`src/design/sotl_pkg.sv`:
```
// Shared types for the self-organising transpose list.
// Holds mode/status codes, controller states and the controller/datapath bundles.
// No dependencies.
package sotl_pkg;

  typedef enum logic [1:0] {
    MODE_APPEND    = 2'd0,
    MODE_SEARCH    = 2'd1,
    MODE_TRANSPOSE = 2'd2,
    MODE_READ      = 2'd3
  } mode_e;

  typedef enum logic [1:0] {
    ST_OK    = 2'd0,
    ST_MISS  = 2'd1,
    ST_FULL  = 2'd2,
    ST_RANGE = 2'd3
  } status_e;

  typedef enum logic [2:0] {
    S_IDLE,
    S_SEARCH,
    S_SWAP_UP,
    S_SWAP_DOWN,
    S_DONE
  } state_e;

  // controller -> datapath
  typedef struct packed {
    logic capture;    // input transaction taken this cycle
    logic search;     // one step of the list walk
    logic swap_up;    // write the hit value one place nearer the front
    logic swap_down;  // write the displaced entry into the hit slot
    logic finish;     // load the output register
  } cmd_t;

  // datapath -> controller
  typedef struct packed {
    logic match;      // compared entry equals the key
    logic at_front;   // compared entry is position zero
    logic exhausted;  // walk finished without a hit
    logic out_free;   // output register can take a result
  } stat_t;

endpackage

```
`src/design/sotl_ctrl.sv`:
```
// Controller for the self-organising transpose list.
// Sequences append, search, transpose swap and read; depends on sotl_pkg.
module sotl_ctrl import sotl_pkg::*; (
  input  logic  clk_i,
  input  logic  rst_ni,
  input  logic  in_valid_i,
  input  logic  [1:0] mode_i,
  input  stat_t stat_i,
  output logic  in_ready_o,
  output cmd_t  cmd_o
);

  state_e state_q, state_d;
  mode_e  mode_q;

  always_ff @(posedge clk_i or negedge rst_ni) begin
    if (!rst_ni) begin
      state_q <= S_IDLE;
    end else begin
      state_q <= state_d;
    end
  end

  always_ff @(posedge clk_i) begin
    if (cmd_o.capture) begin
      mode_q <= mode_e'(mode_i);
    end
  end

  always_comb begin
    state_d = state_q;
    case (state_q)
      S_IDLE: begin
        if (in_valid_i) begin
          case (mode_e'(mode_i))
            MODE_SEARCH, MODE_TRANSPOSE: state_d = S_SEARCH;
            default:                     state_d = S_DONE;
          endcase
        end
      end
      S_SEARCH: begin
        if (stat_i.match) begin
          if (mode_q == MODE_TRANSPOSE && !stat_i.at_front) begin
            state_d = S_SWAP_UP;
          end else begin
            state_d = S_DONE;
          end
        end else if (stat_i.exhausted) begin
          state_d = S_DONE;
        end
      end
      S_SWAP_UP:   state_d = S_SWAP_DOWN;
      S_SWAP_DOWN: state_d = S_DONE;
      S_DONE: begin
        if (stat_i.out_free) begin
          state_d = S_IDLE;
        end
      end
      default: state_d = S_IDLE;
    endcase
  end

  always_comb begin
    in_ready_o    = (state_q == S_IDLE);
    cmd_o         = '0;
    cmd_o.capture = (state_q == S_IDLE) && in_valid_i;
    cmd_o.search  = (state_q == S_SEARCH);
    cmd_o.swap_up   = (state_q == S_SWAP_UP);
    cmd_o.swap_down = (state_q == S_SWAP_DOWN);
    cmd_o.finish  = (state_q == S_DONE) && stat_i.out_free;
  end

endmodule

```
`config.mk`:
```
export PLATFORM = sky130hd
export DESIGN_NAME = sotl_ctrl
export DESIGN_NICKNAME = d
export VERILOG_FILES = /design/src/design/sotl_pkg.sv /design/src/design/sotl_ctrl.sv
export SDC_FILE = /design/constraint.sdc
export NUM_CORES = 1
export LEC_CHECK = 0
export BUFFER_PORTS_ARGS = -buffer_cell sky130_fd_sc_hd__buf_4
export CELL_PAD_IN_SITES_DETAIL_PLACEMENT = 0
export CELL_PAD_IN_SITES_GLOBAL_PLACEMENT = 1
export CORE_AREA = 3 3 40 42
export CTS_BUF_LIST = sky130_fd_sc_hd__clkbuf_8
export DETAILED_ROUTE_END_ITERATION = 10
export DIE_AREA = 0 0 43 45
export PLACE_DENSITY_LB_ADDON = 0.1
export SLEW_MARGIN = 0
export SYNTH_ARGS = -nofsm -noshare
export SYNTH_HDL_FRONTEND = slang
export SYNTH_SLANG_ARGS = --single-unit
```
`constraint.sdc`:
```
create_clock -name clk_i -period 1.76 [get_ports clk_i]
set_clock_uncertainty 0.15 [all_clocks]
set_input_delay 0 -clock clk_i [delete_from_list [all_inputs] [get_ports clk_i]]
set_output_delay 0 -clock clk_i [all_outputs]
set_load 0.005 [all_outputs]
```
Word level (Yosys, flattened, before mapping)
Cells that the tools add are included.
{"block": "classes", "n_eq_ne": 10, "mux": 7, "n_reduce_logical": 7}
{"operator": "3-bit two-way mux", "count": 6}
{"operator": "3-bit one-hot mux with 5 select lines", "count": 1}
{"operator": "3-bit by 2-bit == test with 1-bit output (second input constant)", "count": 2}
{"operator": "2-bit == test (second input constant)", "count": 2}
{"operator": "2-bit != test (second input constant)", "count": 2}
{"operator": "3-bit by 1-bit == test with 1-bit output (second input constant)", "count": 1}
{"operator": "3-bit == test (second input constant)", "count": 1}
{"operator": "1-bit logical AND", "count": 3}
{"operator": "3-bit zero test", "count": 1}
{"operator": "3-bit != test (second input constant)", "count": 1}
{"operator": "3-bit AND reduction", "count": 1}
{"operator": "2-bit by 1-bit == test with 1-bit output (second input constant)", "count": 1}
{"operator": "2-bit OR reduction", "count": 1}
{"operator": "1-bit zero test", "count": 1}
{"block": "word_totals", "reg_bits": 5, "input_bits": 9, "out_inout_bits": 6, "wordCells": 26}

Logic depth before layout (Yosys ltp)
Gate-level depths: netlist of run 1.
{"block": "depth", "word_depth": 5, "mapped_depth": 3, "depth_no_buf": 3}

Least setup slack after synthesis of run 1
OpenSTA, ideal clock, no wires.
{"block": "synth_timing", "path_kind": "reg2reg", "from": "register state_q[0]", "to": "register mode_q[0] (enable)", "setup_time_ns": 0.306, "arrival_ns": 0.945, "required_time_ns": 1.304, "slack_ns": 0.359, "stages_incl_launch_ff": 3, "synth_period_minus_slack_ns": 1.401, "path_cell_list": "dfrtp_1 > nor3_1 > and2_1"}
{"element": "from (decl)", "line_no": "sotl_ctrl.sv:13", "rtl": "state_e state_q, state_d;"}
{"element": "from (signal assigned)", "line_no": "sotl_ctrl.sv:20", "rtl": "state_q <= state_d;"}
{"element": "to (signal assigned)", "line_no": "sotl_ctrl.sv:26", "rtl": "mode_q <= mode_e'(mode_i);"}
{"element": "to (decl)", "line_no": "sotl_ctrl.sv:14", "rtl": "mode_e mode_q;"}

Worst setup path in the final report of run 1
{"block": "layout_timing", "from": "register state_q[1]", "to": "register state_q[0]"}
{"block": "layout_between", "elab_chain_cells": 3}
{"element": "3-bit by 1-bit == test with 1-bit output (tied with other cells)", "line_no": "sotl_ctrl.sv:32", "rtl": "case (state_q)"}
{"element": "3-bit != test (no line) / 2-bit != test (equally long branches)"}
{"element": "3-bit AND reduction (no line)"}
Several ways; a longest one is shown, not always the timed one.
A chain may end at the register's enable or synchronous reset.

==> results of run 1 <==
==> flip-flops by register name, indices dropped and copies added, names as in the netlist <==
signal,count
mode_q,2
state_q,3
==> area by class of cell <==
| cell class | instances | area (µm²) |
|---|---|---|
| multi-input combinational | 19 | 126 |
| clock buffer | 3 | 41.3 |
| fill | 139 | 761 |
| timing repair buffer | 23 | 195 |
| tap | 15 | 18.8 |
| clock inverter | 1 | 3.75 |
| inverter | 1 | 3.75 |
| sequential | 5 | 135 |
==> cells in the mapped netlist, drive strengths merged <==
cell type  number
o21ai           1
or4b            1
nor3            1
nand4b          1
and2            1
edfxtp          2
nor4bb          1
nor2            3
nand3b          1
dfrtp           3
nand2           1
nand3           1
and3b           1
o31ai           1
nor3b           2
and3            1
a21o            1
xnor2           1
inv             1
==> stage by stage <==
step	util, %	setup slack, ps	hold WS [ps]	power (W)
after detailed placement	30.3	291	-355	0.000405
after floorplan	-	359	-446	0.000292
final	40.8	175	93.4	0.000627
after global placement	30.3	346	-356	0.000404
after global routing	40.8	44.8	104	0.000683
after CTS	40.8	150	94.2	0.000640
==> worst max-delay path, delay by kind of cell (launching register included) <==
kind | cells | cell delay, ps
compound gates | 1 | 240
buf+inv | 1 | 570
flops | 1 | 420
simple gates | 1 | 150
==> power groups by stage <==
stage                     clock network [W]  registers, W  logic (W)
after floorplan                           0      0.000191   0.000101
after global placement                    0      0.000203   0.000201
after detailed placement                  0      0.000204   0.000201
after CTS                          0.000211      0.000202   0.000227
after global routing               0.000222      0.000210   0.000251
final                              0.000205      0.000202   0.000221
==> timing repair <==
| item | CTS | global route |
|---|---|---|
| hold buffers | 9 | 0 |
| buffers inserted | 0 | 0 |
| hold endpoints to repair | 8 | 0 |
==> worst min-delay path by stage <==
stage               from         end  slack [ps]
2_1_floorplan     rst_ni  state_q[0]        -450
6_report       stat_i[3]  state_q[2]          90
5_1_grt        stat_i[3]  state_q[1]         100
4_1_cts        stat_i[3]  state_q[2]          90
3_5_place_dp      rst_ni  state_q[2]        -360
3_3_place_gp      rst_ni  state_q[1]        -360
==> per-layer routing <==
metal	global-route usage [%]	up-vias	part of all wire, %
met5	0	-	0
met4	3.61	0	0
met3	4.78	0	5.7
met2	15.0	9	54
met1	10.0	137	40
li1	-	146	-
==> kinds of logic (layout without fill, tap and decap cells) <==
group	after synthesis	count (layout)	synth area share [%]
flip-flops	5	5	50.9
XOR/XNOR	1	1	3.30
AO/OA/AOI/OAI	3	3	7.55
AND/OR/NAND/NOR	15	15	36.8
buffers and inverters	1	28	1.41
==> run_results.csv, run 1 <==
group,metric,value,unit
global_routing,antenna_found_initial,0,
yosys,ys_ff_latch,5,
yosys,yosysSeqAreaShare,50.9,%
power,swShare,29.0,%
floorplanning,core_area,0.00128,mm²
setup_path,rr_worst_depth,3,
setup_path,reg2reg_from,"state_q[1]",
final_layout,mostFrequentLayoutCell,"buf_4",
power,ir_worst_vdd,0.470,mV
timing,slew_headroom,78.0,%
global_routing,gr-total-overflow,0,
clock_tree,cts_max_path_buffers,2,
global_routing,grt_pass1_wl,1250,µm
timing,min_period,1580,ps
timing,fmax,631,MHz
floorplanning,fp.dieH,45,µm
clock_tree,cts_resized,0,
floorplanning,initial_core_util,20.6,%
power,comb_power_share,35.2,%
final_layout,area_growth,97.6,%
status,outcome,"finished, final reports clean",
global_routing,first_global_vias,306,
timing,worst_pin_slew,325,ps
setup_path,path_class,"reg -> reg",
yosys,synth_nets,34,
power,power_switching,0.000182,W
clock_tree,clk_pin_slew_worst_paths,40,ps
setup_path,cp.required,1770,ps
setup_path,path_max_fanout,6,
final_layout,final_cell_area,524,µm²
place,gp_congestion,0.625,
yosys,ys_top_cells_by_area,"dfrtp_1 28%, edfxtp_1 23%, nor3b_1 5.7%",
setup_path,cp-startpoint,"state_q[1]",
power,leakage,0.250,nW
yosys,synth_cells,25,
worst_hold_path,holdPathStages,4,
power,power-per-cell-area,1200,mW/mm²
timing,drv_slew,0,
route,vias,292,
global_routing,gr-usage-all-layers,9.11,%
route,routedWlPerCell,11.2,µm
clock_tree,root_buffer,"clkbuf_8",
route,drc,0,
clock_tree,cts.sinks,5,
timing,finalCritPeriodShare,90.0,%
timing,rsz0062_at_grt,"no",
place,port-buffer-count,14,
route,ant_nets,0,
yosys,avgSynthCellArea,10.6,µm²
final_layout,drive_above_1_share,32.7,%
floorplanning,die_area,0.00194,mm²
place,dp.cells,54,
yosys,synth.distinct_cells,19,
route,wirelength,749,µm
timing,hold_viol_final,0,
power,pwr-share-clk,32.6,%
setup_path,endpoint,"state_q[0]",
worst_hold_path,hold_path_class,"in -> reg",
yosys,synth_top_area_cell,"dfrtp_1",
setup_path,worstPathCellList,"o31ai_1 > dlygate4sd3_1 > and3b_1",
setup_path,crit_path_end_kind,"register",
clock_tree,htreeDepth,1,
setup_path,crit_path_max_incr_delay,570,ps
clock_tree,tritoncts,"yes",
setup_path,reg2reg_slack,180,ps
clock_tree,numCtsBuffers,3,
global_routing,grt_max_degree,9,
yosys,ys.warnings.count,0,
place,place_area,389,µm²
floorplanning,rows,13,
floorplanning,die_x,43,µm
power,p_int,0.000445,W
place,dp_hpwl,544,µm
route,drtIter0Drc,5,
route,firstDrtPassIters,2,
yosys,netlist_area,265,µm²
floorplanning,io_pins,15,
power,p_seq_share,32.2,%
route,routed_via_density,4.36,
setup_path,slowest_stage,"dlygate4sd3_1",
final_layout,diodes,0,
final_layout,layout_common_cells,"14 x buf_4, 9 x dlygate4sd3_1, 3 x nor2_1, 3 x clkbuf_8, 3 x dfrtp_1",
timing,setup_viol,0,
clock_tree,clock_latency,220,ps
job,max_cap_viol_count,0,
timing,setup_tns,0,ps
setup_path,r2r-end,"state_q[0]",
final_layout,nets,62,
setup_path,arrival,1590,ps
final_layout,final_cells,67,
setup_path,worst_setup_path_start_kind,"register",
yosys,synth_top_area_share,28.3,%
Power figures use the tool's default switching activity.
==> run 2, diff against run 1 <==
--- a/constraint.sdc
+++ b/constraint.sdc
@@ -4,2 +4,2 @@
 set_output_delay 0 -clock clk_i [all_outputs]
-set_load 0.005 [all_outputs]
+set_load 0.1 [all_outputs]
==> run 2 against run 1 <==
Die area unchanged. Cell count unchanged. Combinational power rose to 2.6 times the previous value. Worst setup slack worse by 45 ps. Sequential power up 11%. Via count up 2.7%. Critical path type unchanged. Largest power group unchanged. Highest routed layer is now met4.
==> run_results.csv, run 2 (synthesized netlist as in run 1, its figures left out) <==
group,metric,value,unit
final_layout,drive_above_1_share,44.2,%
final_layout,largest_registers,"state_q: 3 flops, mode_q: 2 flops",
clock_tree,cts_resized,0,
setup_path,cp.required,1760,ps
global_routing,antenna_found_initial,0,
global_routing,gr-total-overflow,0,
timing,slew_headroom,71.8,%
clock_tree,cts.sinks,5,
timing,rsz0062_at_grt,"no",
floorplanning,rows,13,
setup_path,arrival,1630,ps
timing,setup_viol,0,
place,gp_congestion,0.688,
final_layout,mostFrequentLayoutCell,"buf_4",
global_routing,grt_max_degree,9,
setup_path,path_class,"reg -> reg",
clock_tree,cts_max_path_buffers,2,
route,drc,0,
global_routing,grt_pass1_wl,1300,µm
final_layout,area_growth,108,%
floorplanning,fp.dieH,45,µm
job,max_cap_viol_count,0,
route,vias,300,
timing,fin_hold_ws,123,ps
final_layout,largest_reg_flops,3,
route,drtIter0Drc,0,
timing,hold_viol_final,0,
place,dp_hpwl,558,µm
floorplanning,die_x,43,µm
clock_tree,htreeDepth,1,
timing,finalCritPeriodShare,92.6,%
route,wirelength,793,µm
setup_path,crit_path_end_kind,"register",
worst_hold_path,hold_path_class,"in -> reg",
clock_tree,tritoncts,"yes",
final_layout,fin_util,42.9,%
floorplanning,io_pins,15,
floorplanning,core_area,0.00128,mm²
setup_path,worst_setup_path_start_kind,"register",
floorplanning,die_area,0.00194,mm²
final_layout,nets,62,
final_layout,layout_common_cells,"14 x buf_4, 9 x dlygate4sd3_1, 3 x clkbuf_8",
floorplanning,initial_core_util,20.6,%
place,port-buffer-count,14,
timing,fmax,614,MHz
route,routedWlPerCell,11.8,µm
global_routing,first_global_vias,314,
power,leakage,0.258,nW
clock_tree,clock_latency,220,ps
global_routing,gr-usage-all-layers,9.42,%
final_layout,regMostFlops,"state_q",
route,routed_via_density,4.48,
route,ant_nets,0,
power,power-per-cell-area,1800,mW/mm²
final_layout,diodes,0,
setup_path,path_max_fanout,6,
route,firstDrtPassIters,1,
status,outcome,"finished, final reports clean",
setup_path,rr_worst_depth,3,
timing,worst_pin_slew,418,ps
clock_tree,post-cts-setup-buffers,0,
timing,min_period,1630,ps
timing,drv_slew,0,
power,p_total,0.000996,W
clock_tree,clk_pin_slew_worst_paths,30,ps
clock_tree,numCtsBuffers,3,
clock_tree,root_buffer,"clkbuf_8",
power,ir_worst_vdd,1.20,mV
worst_hold_path,holdPathStages,3,
==> run 2: cell type report <==
| type | instances | area, µm² |
|---|---|---|
| fill | 125 | 733 |
| timing repair buffer | 23 | 195 |
| multi-input combinational | 19 | 153 |
| sequential | 5 | 136 |
| clock buffer | 3 | 41.3 |
| tap | 15 | 18.8 |
| clock inverter | 1 | 3.75 |
| inverter | 1 | 3.75 |
==> run 2: worst max-delay path, cell delays in order, from the launching register on <==
cell	delay (ps)
dfrtp_2	450
o31ai_1	240
dlygate4sd3_1	570
and3b_1	160
==> run 2: layer usage <==
layer	vias to the layer above	wire length, µm	GRT usage [%]	part of all wire, %
li1	149	-	-	-
met3	2	50	1.59	6.3
met1	137	353	11.2	45
met2	12	374	14.4	47
met5	-	0	0	0
met4	0	14	9.04	1.8
==> run 2: path summary, 6_finish.rpt <==
path / startpoint / end / slack, ps
max: state_q[1] / state_q[0] / 130
min: stat_i[3] / state_q[1] / 120
max reg2reg: state_q[1] / state_q[0] / 130
min reg2reg: mode_q[0] / state_q[1] / 460
max in group asynchronous: rst_ni / state_q[1] / 800
min in group asynchronous: rst_ni / state_q[2] / 510
==> run 2: stage by stage <==
stage / std cells / cell area [µm²] / TNS [ps] / worst slack (ps)
4_1_cts: 67 / 552 / 0 / 131
3_3_place_gp: 54 / 417 / 0 / 413
3_5_place_dp: 54 / 417 / 0 / 384
6_report: 67 / 552 / 0 / 131
2_1_floorplan: 25 / 293 / -1780 / -498
5_1_grt: 67 / 552 / 0 / 62.7
==> run 2: power by group <==
group	total [W]	switching (W)	leakage [nW]	internal [W]
logic	0.000565	0.000403	0.174	0.000162
clock network	0.000205	0.0000556	0.0269	0.000149
registers	0.000225	0.0000665	0.0565	0.000159
==> run 2: timing repair <==
action | 4_1_cts | 5_1_grt
setup endpoints to repair | 0 | 0
hold buffers | 9 | 0
endpoints found under the hold margin | 10 | 0
==> run 3, diff against run 2 <==
--- a/config.mk
+++ b/config.mk
@@ -10,6 +10,6 @@
 export CELL_PAD_IN_SITES_GLOBAL_PLACEMENT = 1
-export CORE_AREA = 3 3 40 42
+export CORE_AREA = 2 2 39 41
 export CTS_BUF_LIST = sky130_fd_sc_hd__clkbuf_8
 export DETAILED_ROUTE_END_ITERATION = 10
-export DIE_AREA = 0 0 43 45
+export DIE_AREA = 0 0 41 43
 export PLACE_DENSITY_LB_ADDON = 0.1
--- a/constraint.sdc
+++ b/constraint.sdc
@@ -4,2 +4,2 @@
 set_output_delay 0 -clock clk_i [all_outputs]
-set_load 0.1 [all_outputs]
+set_load 0.01 [all_outputs]
==> run 3 against run 2 <==
Worst setup slack lost 31 ps. First-iteration DRC count grew 4. Sequential share of layout area is 1.0 points higher. Die area decreased by 8.9%. Routed wire length is 14% lower. Cell area is 4.8% lower. Combinational power shrank 57%. Total power shrank 35%. Critical endpoint unchanged. Largest cell class unchanged.
==> run_results.csv, run 3 (synthesized netlist as in run 1, its figures left out) <==
group,metric,value,unit
floorplanning,io_pins,15,
power,p_seq_share,31.5,%
clock_tree,tritoncts,"yes",
route,routedWlPerCell,10.0,µm
setup_path,path_max_fanout,6,
setup_path,path_class,"reg -> reg",
power,p_int,0.000447,W
final_layout,diodes,0,
final_layout,drive_above_1_share,32.7,%
global_routing,first_global_vias,274,
final_layout,final_cells,68,
place,dp_hpwl,542,µm
timing,drv_slew,0,
job,max_cap_viol_count,0,
power,pwr-share-clk,31.3,%
floorplanning,initial_core_util,19.2,%
setup_path,arrival,1660,ps
clock_tree,cts.sinks,5,
power,leakage,0.250,nW
final_layout,mostFrequentLayoutCell,"buf_4",
power,power-per-cell-area,1230,mW/mm²
global_routing,gr-usage-all-layers,9.39,%
power,swShare,31.1,%
global_routing,antenna_found_initial,0,
power,power_switching,0.000202,W
final_layout,nets,62,
route,firstDrtPassIters,3,
timing,slew_headroom,76.5,%
place,gp_congestion,0.617,
route,ant_nets,0,
worst_hold_path,hold_path_class,"in -> reg",
final_layout,layout_common_cells,"14 x buf_4, 9 x dlygate4sd3_1, 3 x nor2_1, 3 x clkbuf_8, 3 x dfrtp_1",
floorplanning,die_x,41,µm
final_layout,area_growth,98.1,%
floorplanning,rows,14,
route,drc,0,
route,drtIter0Drc,4,
place,port-buffer-count,14,
timing,hold_viol_final,0,
global_routing,gr-total-overflow,0,
timing,fmax,602,MHz
route,wirelength,680,µm
setup_path,worst_setup_path_start_kind,"register",
global_routing,grt_max_degree,9,
setup_path,crit_path_end_kind,"register",
clock_tree,clock_latency,220,ps
clock_tree,cts_max_path_buffers,2,
timing,finalCritPeriodShare,94.3,%
final_layout,largest_reg_flops,3,
clock_tree,clk_pin_slew_worst_paths,40,ps
clock_tree,root_buffer,"clkbuf_8",
timing,rsz0062_at_grt,"no",
clock_tree,post-cts-setup-buffers,0,
timing,worst_pin_slew,349,ps
route,vias,280,
setup_path,cp.required,1760,ps
clock_tree,numCtsBuffers,3,
timing,setup_tns,0,ps
route,routed_via_density,4.12,
final_layout,fill_cells,152,
final_layout,regMostFlops,"state_q",
global_routing,grt_pass1_wl,1110,µm
floorplanning,die_area,0.00176,mm²
clock_tree,htreeDepth,1,
power,comb_power_share,37.2,%
timing,min_period,1660,ps
place,dp.cells,55,
floorplanning,fp.dieH,43,µm
floorplanning,core_area,0.00138,mm²
status,outcome,"finished, final reports clean",
final_layout,largest_registers,"state_q: 3 flops, mode_q: 2 flops",
timing,setup_viol,0,
power,ir_worst_vdd,0.507,mV
run 3: cell counts in the layout (fill, tap and decap cells not counted):
No cell type changed its count.
run 3: what timing repair did:
item                                   CTS  global route
hold buffers                             9             0
gates resized for setup                  0             0
endpoints found under the hold margin    8             0
run 3: worst max-delay path, stage by stage (launching register included):
cell	delay (ps)
dfrtp_1	420
o31ai_1	280
dlygate4sd3_1	590
and3b_1	150
run 3: area by class of cell:
type	instances	area (µm²)	area share, %
Inverter	1	3.75	0.714
Clock inverter	1	3.75	0.714
Tap cell	16	20.0	3.81
Multi-Input combinational cell	19	126	24.0
Clock buffer	3	41.3	7.86
Timing Repair Buffer	23	195	37.1
Sequential cell	5	135	25.7
run 3: worst paths after layout:
path / start / to / slack, ps / cells after the start
min: stat_i[3] / state_q[2] / 90 / 4
min in group asynchronous: rst_ni / state_q[0] / 520 / 3
max in group asynchronous: rst_ni / state_q[2] / 790 / 3
min reg2reg: mode_q[0] / state_q[1] / 450 / 2
max reg2reg: state_q[1] / state_q[0] / 100 / 3
max: state_q[1] / state_q[0] / 100 / 3
run 3: per-stage QoR:
step	power [W]	hold slack [ps]	area [µm²]	utilization, %	setup WS, ps
after floorplan	0.000309	-446	265	-	202
after global placement	0.000424	-358	390	28.2	337
after detailed placement	0.000423	-358	390	28.2	310
after CTS	0.000655	97.1	526	38.0	154
after global routing	0.000698	125	526	38.0	16.2
final	0.000649	93.2	526	38.0	100
run 3: per-layer routing:
layer  track usage (%)  share of wire, %  vias up
li1                  -                 -      148
met1              11.1                41      126
met2              15.6                55        6
met3              1.57               3.5        0
met4              4.00                 0        0
met5                 0                 0        -
run 3: power by group through the flow:
stage	Clock, W	Combinational (W)	Sequential (W)
floorplan	0	0.000118	0.000191
global placement	0	0.000218	0.000206
detailed placement	0	0.000218	0.000205
CTS	0.000208	0.000244	0.000204
global route	0.000218	0.000265	0.000214
finish	0.000203	0.000241	0.000204
